### config.mk
export PLATFORM = sky130hd
export DESIGN_NAME = key_matrix_scan_debounce_core
export DESIGN_NICKNAME = d
export VERILOG_FILES = /design/src/hdl/kmsd_pkg.sv /design/src/hdl/kmsd_lane.sv /design/src/hdl/kmsd_merge.sv /design/src/hdl/key_matrix_scan_debounce_core.sv
export SDC_FILE = /design/constraint.sdc
export NUM_CORES = 1
export LEC_CHECK = 0
export BUFFER_PORTS_ARGS = -buffer_cell sky130_fd_sc_hd__buf_2
export CORE_MARGIN = 2
export CORE_UTILIZATION = 36
export CTS_CLUSTER_DIAMETER = 60
export DETAILED_ROUTE_END_ITERATION = 10
export PLACE_DENSITY_LB_ADDON = 0.2
export SETUP_SLACK_MARGIN = 0.5
export SYNTH_ARGS = -nofsm -noshare
export SYNTH_HDL_FRONTEND = slang
export SYNTH_HIERARCHICAL = 1
export SYNTH_SLANG_ARGS = --single-unit
### constraint.sdc
create_clock -name clk_i -period 8 [get_ports clk_i]
set_input_delay 0.4 -clock clk_i [delete_from_list [all_inputs] [get_ports clk_i]]
set_output_delay 0.4 -clock clk_i [all_outputs]
set_load 0.05 [all_outputs]
### src/hdl/kmsd_pkg.sv
// Package for the key matrix scan and debounce core.
// Holds fixed widths, register indexes and the lane result type; no dependencies.
`timescale 1ns / 1ps
`default_nettype none
package kmsd_pkg;

  localparam int unsigned KeySlots     = 16;
  localparam int unsigned KeyW         = 4;
  localparam int unsigned RowInputBits = 4;
  localparam int unsigned TickW        = 32;
  localparam int unsigned MaskW        = 16;
  localparam int unsigned DriveW       = 2;
  localparam int unsigned CfgIdxW      = 1;
  localparam int unsigned CfgDataW     = 32;

  localparam logic [CfgIdxW-1:0] RegScanInterval = 1'd0;
  localparam logic [CfgIdxW-1:0] RegUsedKeyMask  = 1'd1;

  localparam logic [TickW-1:0] ScanIntervalReset = 32'd1000;
  localparam logic [MaskW-1:0] UsedKeyMaskReset  = 16'hFFFF;

  typedef struct packed {
    logic            rise;
    logic            fall;
    logic [KeyW-1:0] key;
  } lane_res_t;

endpackage
`default_nettype wire

### src/hdl/kmsd_lane.sv
// One row lane: keeps the debounce histories of its row for every column.
// Depends on kmsd_pkg for widths and the lane result type.
`timescale 1ns / 1ps
`default_nettype none
module kmsd_lane #(
  parameter int unsigned ROWS         = 4,
  parameter int unsigned COLUMNS      = 4,
  parameter int unsigned HISTORY_BITS = 8,
  parameter int unsigned LANE         = 0
) (
  input  wire logic                          clk_i,
  input  wire logic                          rst_ni,
  input  wire logic                          scan_i,
  input  wire logic [((COLUMNS > 1) ? $clog2(COLUMNS) : 1)-1:0] col_i,
  input  wire logic                          sample_i,
  input  wire logic [kmsd_pkg::MaskW-1:0]    used_mask_i,
  input  wire logic [kmsd_pkg::KeySlots-1:0] bitmap_i,
  output kmsd_pkg::lane_res_t                res_o
);

  localparam int unsigned ColW = (COLUMNS > 1) ? $clog2(COLUMNS) : 1;
  localparam int unsigned KiW  = ColW + 4;

  logic [COLUMNS-1:0][HISTORY_BITS-1:0] hist_q;
  logic [HISTORY_BITS-1:0]              hist_d;
  logic [KiW-1:0]                       key_wide;
  logic [kmsd_pkg::KeyW-1:0]            key;
  logic                                 key_ok;
  logic                                 upd;
  logic                                 was;

  assign key_wide = KiW'(col_i) * KiW'(ROWS) + KiW'(LANE);
  assign key_ok   = key_wide < KiW'(kmsd_pkg::KeySlots);
  assign key      = key_wide[kmsd_pkg::KeyW-1:0];
  assign upd      = scan_i && key_ok && used_mask_i[key];
  assign was      = bitmap_i[key];
  assign hist_d   = {hist_q[col_i][HISTORY_BITS-2:0], sample_i};

  always_comb begin
    res_o.key  = key;
    res_o.rise = upd && !was && (&hist_d);
    res_o.fall = upd && was && (hist_d == '0);
  end

  always_ff @(posedge clk_i or negedge rst_ni) begin
    if (!rst_ni) begin
      hist_q <= '0;
    end else if (upd) begin
      hist_q[col_i] <= hist_d;
    end
  end

endmodule
`default_nettype wire

### src/hdl/kmsd_merge.sv
// Merge stage: folds the lane results into the debounced key bitmap.
// Depends on kmsd_pkg for the lane result type.
`timescale 1ns / 1ps
`default_nettype none
module kmsd_merge #(
  parameter int unsigned ROWS = 4
) (
  input  wire logic                          clk_i,
  input  wire logic                          rst_ni,
  input  wire logic                          scan_i,
  input  kmsd_pkg::lane_res_t [ROWS-1:0]     res_i,
  output logic [kmsd_pkg::KeySlots-1:0]      bitmap_o,
  output logic [kmsd_pkg::KeySlots-1:0]      bitmap_next_o,
  output logic                               changed_o
);

  logic [kmsd_pkg::KeySlots-1:0] bitmap_q;
  logic [kmsd_pkg::KeySlots-1:0] bitmap_d;
  logic                          changed;

  always_comb begin
    bitmap_d = bitmap_q;
    changed  = 1'b0;
    for (int r = 0; r < ROWS; r++) begin
      if (res_i[r].rise) begin
        bitmap_d[res_i[r].key] = 1'b1;
        changed = 1'b1;
      end
      if (res_i[r].fall) begin
        bitmap_d[res_i[r].key] = 1'b0;
        changed = 1'b1;
      end
    end
  end

  always_ff @(posedge clk_i or negedge rst_ni) begin
    if (!rst_ni) begin
      bitmap_q <= '0;
    end else if (scan_i) begin
      bitmap_q <= bitmap_d;
    end
  end

  assign bitmap_o      = bitmap_q;
  assign bitmap_next_o = bitmap_d;
  assign changed_o     = changed;

endmodule
`default_nettype wire

### src/hdl/key_matrix_scan_debounce_core.sv
// Top level of the key matrix scan and debounce core.
// Depends on kmsd_pkg, kmsd_lane and kmsd_merge.
//
// Accepts one sample per clock cycle while results are taken. Its result is
// registered and shows in the cycle after the input transfer. A result that waits
// holds off the input; a new sample is taken in the cycle in which the waiting
// result transfers. On a scan all ROWS lanes update the histories of used keys
// for the driven column in the same cycle and the merge stage folds their
// verdicts into the key bitmap. A scan happens on an input transfer when the
// wrapped tick difference since the last scan exceeds the interval register.
`timescale 1ns / 1ps
`default_nettype none
module key_matrix_scan_debounce_core #(
  parameter int unsigned ROWS         = 4,
  parameter int unsigned COLUMNS      = 4,
  parameter int unsigned HISTORY_BITS = 8
) (
  input  wire logic                                 clk_i,
  input  wire logic                                 rst_ni,
  input  wire logic                                 cfg_we_i,
  input  wire logic [kmsd_pkg::CfgIdxW-1:0]         cfg_idx_i,
  input  wire logic [kmsd_pkg::CfgDataW-1:0]        cfg_wdata_i,
  input  wire logic                                 in_valid_i,
  output logic                                      in_ready_o,
  input  wire logic [kmsd_pkg::TickW-1:0]           now_ticks_i,
  input  wire logic [kmsd_pkg::RowInputBits-1:0]    row_levels_i,
  output logic                                      out_valid_o,
  input  wire logic                                 out_ready_i,
  output logic                                      scanned_o,
  output logic                                      changed_o,
  output logic [kmsd_pkg::KeySlots-1:0]             key_state_o,
  output logic [kmsd_pkg::DriveW-1:0]               drive_column_o
);

  localparam int unsigned ColW = (COLUMNS > 1) ? $clog2(COLUMNS) : 1;

  logic [kmsd_pkg::TickW-1:0]    interval_q;
  logic [kmsd_pkg::MaskW-1:0]    used_mask_q;
  logic [kmsd_pkg::TickW-1:0]    last_scan_q;
  logic [ColW-1:0]               col_q;
  logic [ColW-1:0]               col_d;
  logic                          out_valid_q;
  logic                          scanned_q;
  logic                          changed_q;
  logic [kmsd_pkg::KeySlots-1:0] key_state_q;
  logic [kmsd_pkg::DriveW-1:0]   drive_q;

  logic                          in_xfer;
  logic                          scan;
  logic [kmsd_pkg::TickW-1:0]    diff;
  logic [kmsd_pkg::KeySlots-1:0] bitmap;
  logic [kmsd_pkg::KeySlots-1:0] bitmap_next;
  logic                          changed;
  logic [ROWS-1:0]               sample;
  kmsd_pkg::lane_res_t [ROWS-1:0] res;

  assign in_ready_o = !out_valid_q || out_ready_i;
  assign in_xfer    = in_valid_i && in_ready_o;
  assign diff       = now_ticks_i - last_scan_q;
  assign scan       = in_xfer && (diff > interval_q);
  assign col_d      = (col_q == ColW'(COLUMNS - 1)) ? '0 : col_q + ColW'(1);

  for (genvar r = 0; r < ROWS; r++) begin : g_lane
    if (r < kmsd_pkg::RowInputBits) begin : g_pin
      assign sample[r] = ~row_levels_i[r];
    end else begin : g_nopin
      assign sample[r] = 1'b0;
    end
    kmsd_lane #(
      .ROWS         (ROWS),
      .COLUMNS      (COLUMNS),
      .HISTORY_BITS (HISTORY_BITS),
      .LANE         (r)
    ) u_lane (
      .clk_i       (clk_i),
      .rst_ni      (rst_ni),
      .scan_i      (scan),
      .col_i       (col_q),
      .sample_i    (sample[r]),
      .used_mask_i (used_mask_q),
      .bitmap_i    (bitmap),
      .res_o       (res[r])
    );
  end

  kmsd_merge #(
    .ROWS (ROWS)
  ) u_merge (
    .clk_i         (clk_i),
    .rst_ni        (rst_ni),
    .scan_i        (scan),
    .res_i         (res),
    .bitmap_o      (bitmap),
    .bitmap_next_o (bitmap_next),
    .changed_o     (changed)
  );

  always_ff @(posedge clk_i or negedge rst_ni) begin
    if (!rst_ni) begin
      interval_q  <= kmsd_pkg::ScanIntervalReset;
      used_mask_q <= kmsd_pkg::UsedKeyMaskReset;
    end else if (cfg_we_i) begin
      case (cfg_idx_i)
        kmsd_pkg::RegScanInterval: interval_q  <= cfg_wdata_i;
        kmsd_pkg::RegUsedKeyMask:  used_mask_q <= cfg_wdata_i[kmsd_pkg::MaskW-1:0];
        default: ;
      endcase
    end
  end

  always_ff @(posedge clk_i or negedge rst_ni) begin
    if (!rst_ni) begin
      last_scan_q <= '0;
      col_q       <= '0;
    end else if (scan) begin
      last_scan_q <= now_ticks_i;
      col_q       <= col_d;
    end
  end

  always_ff @(posedge clk_i or negedge rst_ni) begin
    if (!rst_ni) begin
      out_valid_q <= 1'b0;
    end else if (in_ready_o) begin
      out_valid_q <= in_valid_i;
    end
  end

  always_ff @(posedge clk_i) begin
    if (in_xfer) begin
      scanned_q   <= scan;
      changed_q   <= scan && changed;
      key_state_q <= scan ? bitmap_next : bitmap;
      drive_q     <= kmsd_pkg::DriveW'(scan ? col_d : col_q);
    end
  end

  assign out_valid_o    = out_valid_q;
  assign scanned_o      = scanned_q;
  assign changed_o      = changed_q;
  assign key_state_o    = key_state_q;
  assign drive_column_o = drive_q;

  // Skipped samples leave the scan state alone.
  assert property (@(posedge clk_i) disable iff (!rst_ni)
    (in_xfer && !scan) |=> ($stable(col_q) && $stable(bitmap) && $stable(last_scan_q)))
    else $error("state moved without a scan");

  // A change is only ever reported on a scan.
  assert property (@(posedge clk_i) disable iff (!rst_ni)
    in_xfer |=> !(changed_o && !scanned_o))
    else $error("change flagged without a scan");

  // A reported change must show in the bitmap.
  assert property (@(posedge clk_i) disable iff (!rst_ni)
    (scan && changed) |=> (bitmap != $past(bitmap)))
    else $error("change flagged but bitmap unchanged");

  // A scan always advances the column when there is more than one.
  assert property (@(posedge clk_i) disable iff (!rst_ni)
    (scan && (COLUMNS > 1)) |=> (col_q != $past(col_q)))
    else $error("column did not advance");

endmodule
`default_nettype wire
# Word level (Yosys, flattened, before mapping)

Index checks and enable logic that the tools add are counted.

$add $sub $neg: 5
Order comparisons: 15
Equality and inequality tests: 1
Muxes and demuxes: 57
Bitwise gates (word level): 17
Reductions and logical operators: 48

Operators with widths:

| operator                                             | number |
|---|---|
| 2-to-1 mux 16 bit                                    | 9 |
| bitwise mux 32 bit                                   | 4 |
| bitwise AND 16 bit                                   | 4 |
| binary-select mux 8 bit (select 2 bit)               | 4 |
| inverter 16 bit                                      | 3 |
| OR 16 bit                                            | 3 |
| > comparator 32 bit                                  | 1 |
| logical AND 1 bit                                    | 32 |
| logical NOT 8 bit                                    | 4 |
| AND reduction 8 bit                                  | 4 |
| subtractor 32 bit                                    | 1 |
| 2-to-1 mux 7 bit                                     | 4 |
| < comparator 4 x 5 -> 1 bit (second input constant)  | 5 |
| binary-select mux 1 bit (select 4 bit)               | 6 |
| 2-to-1 mux 1 bit                                     | 20 |
| < comparator 6 x 5 -> 1 bit (second input constant)  | 3 |
| demux 8 bit (select 2 bit)                           | 1 |
| >= comparator 4 x 1 -> 1 bit (second input constant) | 4 |
| inverter 13 -> 16 bit                                | 1 |
| OR 16 x 13 -> 16 bit                                 | 1 |
| demux 1 bit (select 4 bit)                           | 3 |
| adder 4 x 2 -> 5 bit (second input constant)         | 2 |
| 2-to-1 mux 8 bit                                     | 1 |
| adder 4 x 1 -> 5 bit (second input constant)         | 1 |
| 11 further kinds                                     | 22 |

Bits in registers: 247
Bits of input ports: 74
Output and inout bits: 22
Logic and storage cells: 169

# Logic depth before layout (Yosys ltp)

Word-level depth: 24
Mapped depth: 27
Depth with buffers taken out: 24

# Hierarchy

The synthesis kept the hierarchy.

Modules (own cells, without submodules):

| module                            | instances | cells an instance | area an instance (um^2) | seq. area each (um^2) |
|---|---|---|---|---|
| key_matrix_scan_debounce_core     | 1         | 692               | 6804.0                  | 2705.1 |
| kmsd_lane at g_lane[1].u_lane ... | 2         | 87                | 1391.3                  | 700.7 |
| kmsd_lane at g_lane[0].u_lane ... | 2         | 86                | 1387.6                  | 700.7 |
| kmsd_merge                        | 1         | 244               | 1955.6                  | 400.4 |

# Worst setup path after synthesis

No wires, ideal clock.

Kind: input to register
Start point: in now_ticks_i[9] in the netlist's numbering
End point: reg key_state_q, in the netlist key_state_o[1], data pin
Library setup time: 0.260 ns
Arrival time: 5.321 ns
Required time: 7.740 ns
Setup slack: 2.418 ns
Cell stages on the path: 24
Path buffers: 3
Path through: ha_1 buf_2 a21o_1 o21bai_1 a221oi_1 a31oi_2 mux2i_1 a2111oi_2 ha_1 nand4_1 nor4_1 nand2_1 nor2_1 a21oi_4 buf_6 inv_1 clkbuf_1 nand3_1 nor4_2 nor3b_2 a22oi_1 a21oi_1 o21ai_0 mux2_4

RTL lines:

| item                 | RTL line                             | text |
|---|---|---|
| start, declared      | key_matrix_scan_debounce_core.sv:25  | `input wire logic [kmsd_pkg::TickW-1:0] now_ticks_i,` |
| end signal, assigned | key_matrix_scan_debounce_core.sv:133 | `key_state_q <= scan ? bitmap_next : bitmap;` |
| end, declared        | key_matrix_scan_debounce_core.sv:45  | `logic [kmsd_pkg::KeySlots-1:0] key_state_q;` |

==> results.json <==
{
  "cts-buffers-inserted": 31,
  "grt_usage_pct": 17.55,
  "drt_iter0_markers": 718,
  "core_mm2": 0.03946,
  "endpoint_kind": "flip-flop",
  "min_from": "cfg_wdata_i[20]",
  "timing.rr.end": "key_state_o[1]",
  "hold-path-endpoint": "interval_q[20]",
  "hold_depth": 3,
  "final_cell_mix": "187 x dfrtp_1, 150 x mux2_2, 96 x nand2_1",
  "grt_overflow": 0,
  "power.density_mw_per_mm2": 345.2,
  "gp_congestion": 0.9154,
  "fin_skew_ps": 15.80,
  "cp.arrival_ps": 6970,
  "violations": "slew limit",
  "core.rowCount": 73,
  "async_reset_ff_share_pct": 91.34,
  "clk_latency_ps": 590,
  "clockRootBuffer": "clkbuf_16",
  "firstDrtPassIters": 6,
  "fin_crit_ps": 6633,
  "wl_um": 36730,
  "wl_per_cell_um": 19.29,
  "avgSynthCellArea_um2": 11.17,
  "postCtsSetupRepairBufs": 0,
  "netlist_area_mm2": 0.01432,
  "hold_viol": 0,
  "antenna_left": 0,
  "htreeDepth": 1,
  "rsz0062_at_grt": "no",
  "synth_top_cell_by_area": "dfrtp_1",
  "io_buffers": 95,
  "final_common_cell": "dfrtp_1",
  "p_leak_uw": 0.007352,
  "numClockSinks": 231,
  "fp.dieH_um": 203.4,
  "initial_core_util_pct": 36.29,
  "synthCells": 1282,
  "syn2layout_area_growth_pct": 13.95,
  "num_io_pins": 96,
  "r2r_cells": 22,
  "clock.fmax_mhz": 150.8,
  "dp_hpwl_um": 26500,
  "relSlewSlack_pct": -9.547,
  "synth_edf_count": 20,
  "criticalPathCategory": "reg -> reg",
  "antenna_found_initial": 0,
  "via_per_inst": 5.484,
  "start_kind": "flip-flop",
  "cts_tree": "done",
  "tightest_slew_ps": 1621,
  "ys_types": 76,
  "grt_pass1_wl_um": 57410,
  "setup_violations": 0,
  "finalCoreUtilization_pct": 41.35,
  "grt_max_degree": 85,
  "netlist.area_leader.share_pct": 33.03,
  "finalSetupTns_ps": 0,
  "crit_fanout": 22,
  "status": "finished, violations left",
  "grt_pass1_vias": 10270,
  "slew_violations": 9,
  "layout-drive-gt1-share_pct": 29.37,
  "finalCritPeriodShare_pct": 82.91,
  "hold_path.class": "in -> reg",
  "ir_drop_v": 0.0001960,
  "die_width_um": 203.4,
  "synth_area_leaders": "dfrtp_1 33%, mux2_2 12%, ha_1 5.6%",
  "rrSetupSlack_ps": 1370,
  "drc": 0,
  "critPathRequiredTime_ps": 8340,
  "layout.nets": 1493,
  "reg2reg_from": "last_scan_q[9]",
  "yosys_warnings": 6,
  "diodes": 0,
  "drv_cap": 0,
  "vias": 10440,
  "clockBufferDepth": 3,
  "synth_ff_type": "dfrtp_1",
  "clk_pin_slew_ps": 60,
  "synth_seq_area_share_pct": 41.27,
  "ys_ff_latch": 231,
  "die_area_mm2": 0.04138
}
worst max path at each step:
stage	from	to	slack, ps	cells past startpoint
floorplan	now_ticks_i[9]	key_state_o[1]	2420	24
global placement	now_ticks_i[9]	key_state_o[1]	1120	22
detailed placement	now_ticks_i[0]	key_state_o[1]	1140	25
CTS	last_scan_q[9]	key_state_o[1]	1290	22
global route	last_scan_q[12]	key_state_o[1]	740	22
finish	last_scan_q[9]	key_state_o[1]	1370	22
cell families after synthesis:
family,synth area share (%)
simple gates,11.20
compound gates,13.55
flops,41.27
mux,21.24
buf+inv,5.191
fa+ha+maj,5.733
xor+xnor,1.652
other cells,0.1573
layout make-up:
| type | instances | area (µm²) |
|---|---|---|
| Fill cell | 3853 | 23140 |
| Multi-Input combinational cell | 897 | 7681 |
| Sequential cell | 231 | 5913 |
| Clock buffer | 44 | 908.4 |
| Tap cell | 525 | 656.9 |
| Timing Repair Buffer | 112 | 618.1 |
| Inverter | 81 | 304.0 |
| Clock inverter | 14 | 232.7 |
critical path, stage by stage (launching register included):
cell	delay, ps
dfrtp_1	350
inv_1	40
ha_1	370
a21o_1	240
o21bai_1	180
a221oi_1	480
a31oi_2	240
mux2i_1	180
a2111oi_2	380
ha_1	220
nand4_1	160
nor4_1	420
nand2_1	90
nor2_1	190
a21oi_4	80
inv_1	580
nand3_1	170
nor4_2	490
nor3b_2	650
a22oi_1	180
a21oi_1	260
o21ai_0	130
mux2_4	270
flip-flops by register name, summed over array words and instances (netlist names):
register,cells
changed_o,1
col_q,2
drive_column_o,2
g_lane.u_lane/hist_q,112
interval_q,32
key_state_o,16
last_scan_q,32
out_valid_o,1
scanned_o,1
u_merge/bitmap_o,16
used_mask_q,16
repair_timing:
| action | in CTS | in global routing |
|---|---|---|
| hold endpoints to repair | 79 | 0 |
| resized for setup | 0 | 0 |
| hold buffers | 2 | 0 |
| setup endpoints to repair | 0 | 0 |
layer usage:
metal	vias up	GRT usage [%]	part of all wire (%)	wire (µm)
met5	-	0	0	0
met4	0	4.536	2.5	935
met3	59	2.701	4.3	1570
met2	230	29.85	48	17660
met1	5208	23.36	45	16570
li1	4945	-	-	-
cells in the mapped netlist, drive strengths merged (6+ instances only):
cell and count:
mux4 36, xor2 11, o32ai 17, dfstp 22
edfxtp 20, a22oi 29, a21oi 67, nand3b 11
clkbuf 28, o21bai 14, a21o 13, nor3 11
ha 64, nand3 32, nor2 27, mux2 179
inv 81, nand4 25, nand2 96, o21ai 78
xnor2 16, nor2b 9, nand2b 13, dfrtp 189
conb 6, nor4 11, nor4bb 6, buf 47
a211oi 6, nand4b 12, or3 9, o22ai 16
o31ai 17
report_power, final:
part	internal, µW	switching (µW)	total, µW
Combinational	1080	1400	2480
Clock	957	558	1520
Sequential	1440	193	1630
Total	3480	2150	5630
stage by stage:
| step | hold slack, ps | area (µm²) | total power, µW | std cells | setup WS [ps] |
|---|---|---|---|---|---|
| after floorplan | 104.4 | 14330 | 3579 | 1284 | 2418 |
| after detailed placement | 464.6 | 15150 | 4134 | 1844 | 1140 |
| after global placement | 463.9 | 15150 | 4103 | 1844 | 1121 |
| final | 20.59 | 16310 | 5632 | 1904 | 1367 |
| after global routing | 24.49 | 16310 | 6034 | 1904 | 739.5 |
| after CTS | 0.2737 | 16310 | 5681 | 1904 | 1292 |
No activity file was read; power rests on OpenSTA's default activity.
